`src/sv/vpr_pkg.sv`:
```
// constants, request codes and register indexes for the varispeed ring playback block
// no dependencies
package vpr_pkg;

    localparam int RING_FRAMES = 32768;
    localparam int FRAC_BITS   = 16;

    localparam int RING_AW    = $clog2(RING_FRAMES);
    localparam int BANK_DEPTH = RING_FRAMES / 2;
    localparam int BANK_AW    = RING_AW - 1;
    localparam int POS_W      = RING_AW + FRAC_BITS;
    localparam int FPOS_W     = 32 + FRAC_BITS + 1;
    localparam int SAMPLE_W   = 16;
    localparam int RATE_W     = 21;
    localparam int FRAME_W    = 2 * SAMPLE_W;

    localparam int CFG_IDX_W  = 4;
    localparam int CFG_DATA_W = 32;

    localparam logic [CFG_IDX_W-1:0] CFG_TRACK_LEN  = CFG_IDX_W'(0);
    localparam logic [CFG_IDX_W-1:0] CFG_REFILL_MGN = CFG_IDX_W'(1);

    localparam logic [15:0] REFILL_MGN_RST = 16'd16384;

    typedef enum logic [1:0] {
        REQ_LOAD = 2'd0,
        REQ_TICK = 2'd1,
        REQ_SEEK = 2'd2
    } t_req;

endpackage

```
`src/sv/vpr_lerp.sv`:
```
// linear interpolation of one channel: a + floor((b - a) * frac / 2^FRAC_BITS)
// depends on vpr_pkg
module vpr_lerp (
    input  logic signed [vpr_pkg::SAMPLE_W-1:0]  i_a,
    input  logic signed [vpr_pkg::SAMPLE_W-1:0]  i_b,
    input  logic        [vpr_pkg::FRAC_BITS-1:0] i_frac,
    output logic signed [vpr_pkg::SAMPLE_W-1:0]  o_y
);
    import vpr_pkg::*;

    localparam int DIFF_W = SAMPLE_W + 1;
    localparam int PROD_W = DIFF_W + FRAC_BITS + 1;

    logic signed [DIFF_W-1:0]      diff;
    logic signed [FRAC_BITS:0]     frac_s;
    logic signed [PROD_W-1:0]      prod;
    logic signed [PROD_W-1:0]      prod_sh;

    always_comb begin
        diff    = DIFF_W'(i_b) - DIFF_W'(i_a);
        frac_s  = $signed({1'b0, i_frac});
        prod    = PROD_W'(diff) * PROD_W'(frac_s);
        // arithmetic shift gives the floor
        prod_sh = prod >>> FRAC_BITS;
        o_y     = i_a + prod_sh[SAMPLE_W-1:0];
    end

endmodule

```
`config.mk`:
```
export PLATFORM = sky130hd
export DESIGN_NAME = vpr_lerp
export DESIGN_NICKNAME = d
export VERILOG_FILES = /design/src/sv/vpr_pkg.sv /design/src/sv/vpr_lerp.sv
export SDC_FILE = /design/constraint.sdc
export NUM_CORES = 1
export LEC_CHECK = 0
export ABC_AREA = 1
export BUFFER_PORTS_ARGS = -buffer_cell sky130_fd_sc_hd__buf_2
export CAP_MARGIN = 5
export CORE_MARGIN = 5
export CORE_UTILIZATION = 50
export DETAILED_ROUTE_END_ITERATION = 10
export PLACE_DENSITY = 0.76
export REMOVE_ABC_BUFFERS = 1
export SETUP_SLACK_MARGIN = 0.4
export SLEW_MARGIN = 5
export SYNTH_ARGS = -nofsm -noshare
export SYNTH_HDL_FRONTEND = slang
export SYNTH_SLANG_ARGS = --single-unit
```
`constraint.sdc`:
```
create_clock -name vclk -period 25.4
set_input_delay 6.35 -clock vclk [all_inputs]
set_output_delay 6.35 -clock vclk [all_outputs]
set_load 0.02 [all_outputs]
```
==> reports/qor.csv <==
metric,value,unit
max-slew-margin-rel,38.7,%
cpMostUsedCell,inv_1,
antenna_left,0,
grt_pass1_wl,49800,µm
fmax,0.0448,GHz
hpwl,27000,µm
cts-resized-gates,0,
min_period,22310,ps
arrival,15960,ps
slowest_stage,xnor2_2,
hold_class,in -> out,
drtIter0Drc,556,
cap_violations,0,
end_kind,output port,
synth-warning-count,0,
nets,1999,
rsz0062_at_grt,no,
port-buffer-count,64,
drive_above_1_share,6.06,%
die_area,26500,µm²
hold_depth,3,
synthesis.area,11600,µm²
drc,0,
min_from,i_a[0],
ys_seq_area_share,0,%
cp_max_fo,9,
required,19050,ps
post_synth.cell_area_avg,7.64,µm²
post_cts_buffers,0,
startpoint,i_a[6],
critPathKind,in -> out,
grt_pass1_vias,10114,
vias_per_cell,5.14,
dr.pass1.iters,5,
hold_violations,0,
seq_cell_count,0,
gp_congestion,0.904,
antenna_found_initial,0,
row_count,55,
finalInstanceArea,12300,µm²
netlist_instances,1524,
ff_latch_area,0,µm²
grt_max_degree,18,
min_period_over_period,87.8,%
start_kind,input port,
worstMarginPinSlew,914,ps
final-max-slew-violation-count,0,
totalWireLength,30200,µm
setup_tns,0,ps
setup-violations-final,0,
die_w,163,µm
nFillCells,2165,
cts_hold_buf,0,
grtUsageTotal,23.4,%
antenna_cells,0,
holdWs,13070,ps
area_delta_synth_final,5.51,%
dieHeight,163,µm
status,"finished, final reports clean",
initial_core_util,51.1,%
design.core.area,22800,µm²
synth.distinct_cells,37,
nClkBuffers,0,
placed_cell_area,12300,µm²
hold-path-endpoint,o_y[0],
critical_path.max_stage_delay,720,ps
routed-via-count,9668,
wl_per_cell,16.1,µm
ioPinCount,64,
grt.overflow.total,0,
-- worst max path at each step --
stage | slack (ps) | end
global route | 2460 | o_y[11]
CTS | 3250 | o_y[11]
detailed placement | 3270 | o_y[11]
floorplan | 5010 | o_y[11]
finish | 3090 | o_y[11]
global placement | 3240 | o_y[11]
-- cells in the final DEF, fill, tap and decap left out, types with 3 or more instances in the layout --
cell / n
xor2_1: 23
buf_2: 64
a21oi_1: 55
ha_1: 114
a31oi_1: 3
or2_2: 13
inv_2: 3
nand2_2: 4
inv_1: 443
o21bai_1: 3
nand4_1: 4
nand2_1: 263
a21o_1: 6
o21ai_0: 28
fa_1: 267
xnor2_1: 10
nor2_1: 180
nand3_1: 44
nor3_1: 9
clkinv_1: 8
-- logic make-up (layout without fill, tap and decap cells) --
kind of cell	after synthesis	count (layout)	share of synthesized area, %
buffers and inverters	476	520	15.4
adder cells (fa/ha/maj)	381	381	58.1
AND/OR/NAND/NOR	522	522	18.0
XOR/XNOR	37	37	3.23
AO/OA/AOI/OAI	108	108	5.28
-- area by class of cell --
type               instances  area, µm²  area share (%)
repair buffers            66        335            2.73
multi-input cells       1048       9860            80.2
well taps                313        392            3.19
inverters                454       1700            13.9
-- layer usage --
layer | global-route usage, % | vias up | wire length [µm]
met5 | 0 | - | 0
met2 | 40.7 | 350 | 14800
li1 | - | 4502 | -
met1 | 31.2 | 4751 | 12300
met3 | 2.10 | 65 | 2000
met4 | 7.36 | 0 | 1120
-- synthesized netlist by cell type (3+ instances only) --
library cell,number,area (µm²)
a21o_1,6,45.0
a21oi_1,55,275
a31oi_1,3,18.8
clkbuf_1,20,75.1
clkinv_1,8,30.0
fa_1,267,5350
ha_1,114,1430
inv_1,443,1660
inv_2,3,11.3
nand2_1,263,987
nand2_2,4,25.0
nand3_1,44,220
nand4_1,4,25.0
nor2_1,180,676
nor3_1,9,45.0
o21ai_0,28,140
o21bai_1,3,22.5
or2_2,13,81.3
xnor2_1,10,87.6
xor2_1,23,201
-- critical path, delay by kind of cell --
kind | cells | cell delay [ps]
adder cells (fa/ha/maj) | 9 | 3770
AO/OA/AOI/OAI | 9 | 1930
AND/OR/NAND/NOR | 12 | 1700
buffers and inverters | 10 | 1140
XOR/XNOR | 3 | 1060
-- metrics by stage --
| step | util [%] | instances | setup WS, ps |
|---|---|---|---|
| 6_report | 54.0 | 1881 | 3090 |
| 5_1_grt | 54.0 | 1881 | 2460 |
| 4_1_cts | 54.0 | 1881 | 3250 |
| 3_5_place_dp | 54.0 | 1881 | 3270 |
| 3_3_place_gp | 54.0 | 1881 | 3240 |
| 2_1_floorplan | - | 1502 | 5010 |
Power is not shown: default switching activity piles up to over one toggle a cycle in this logic, so the estimate is an artifact.
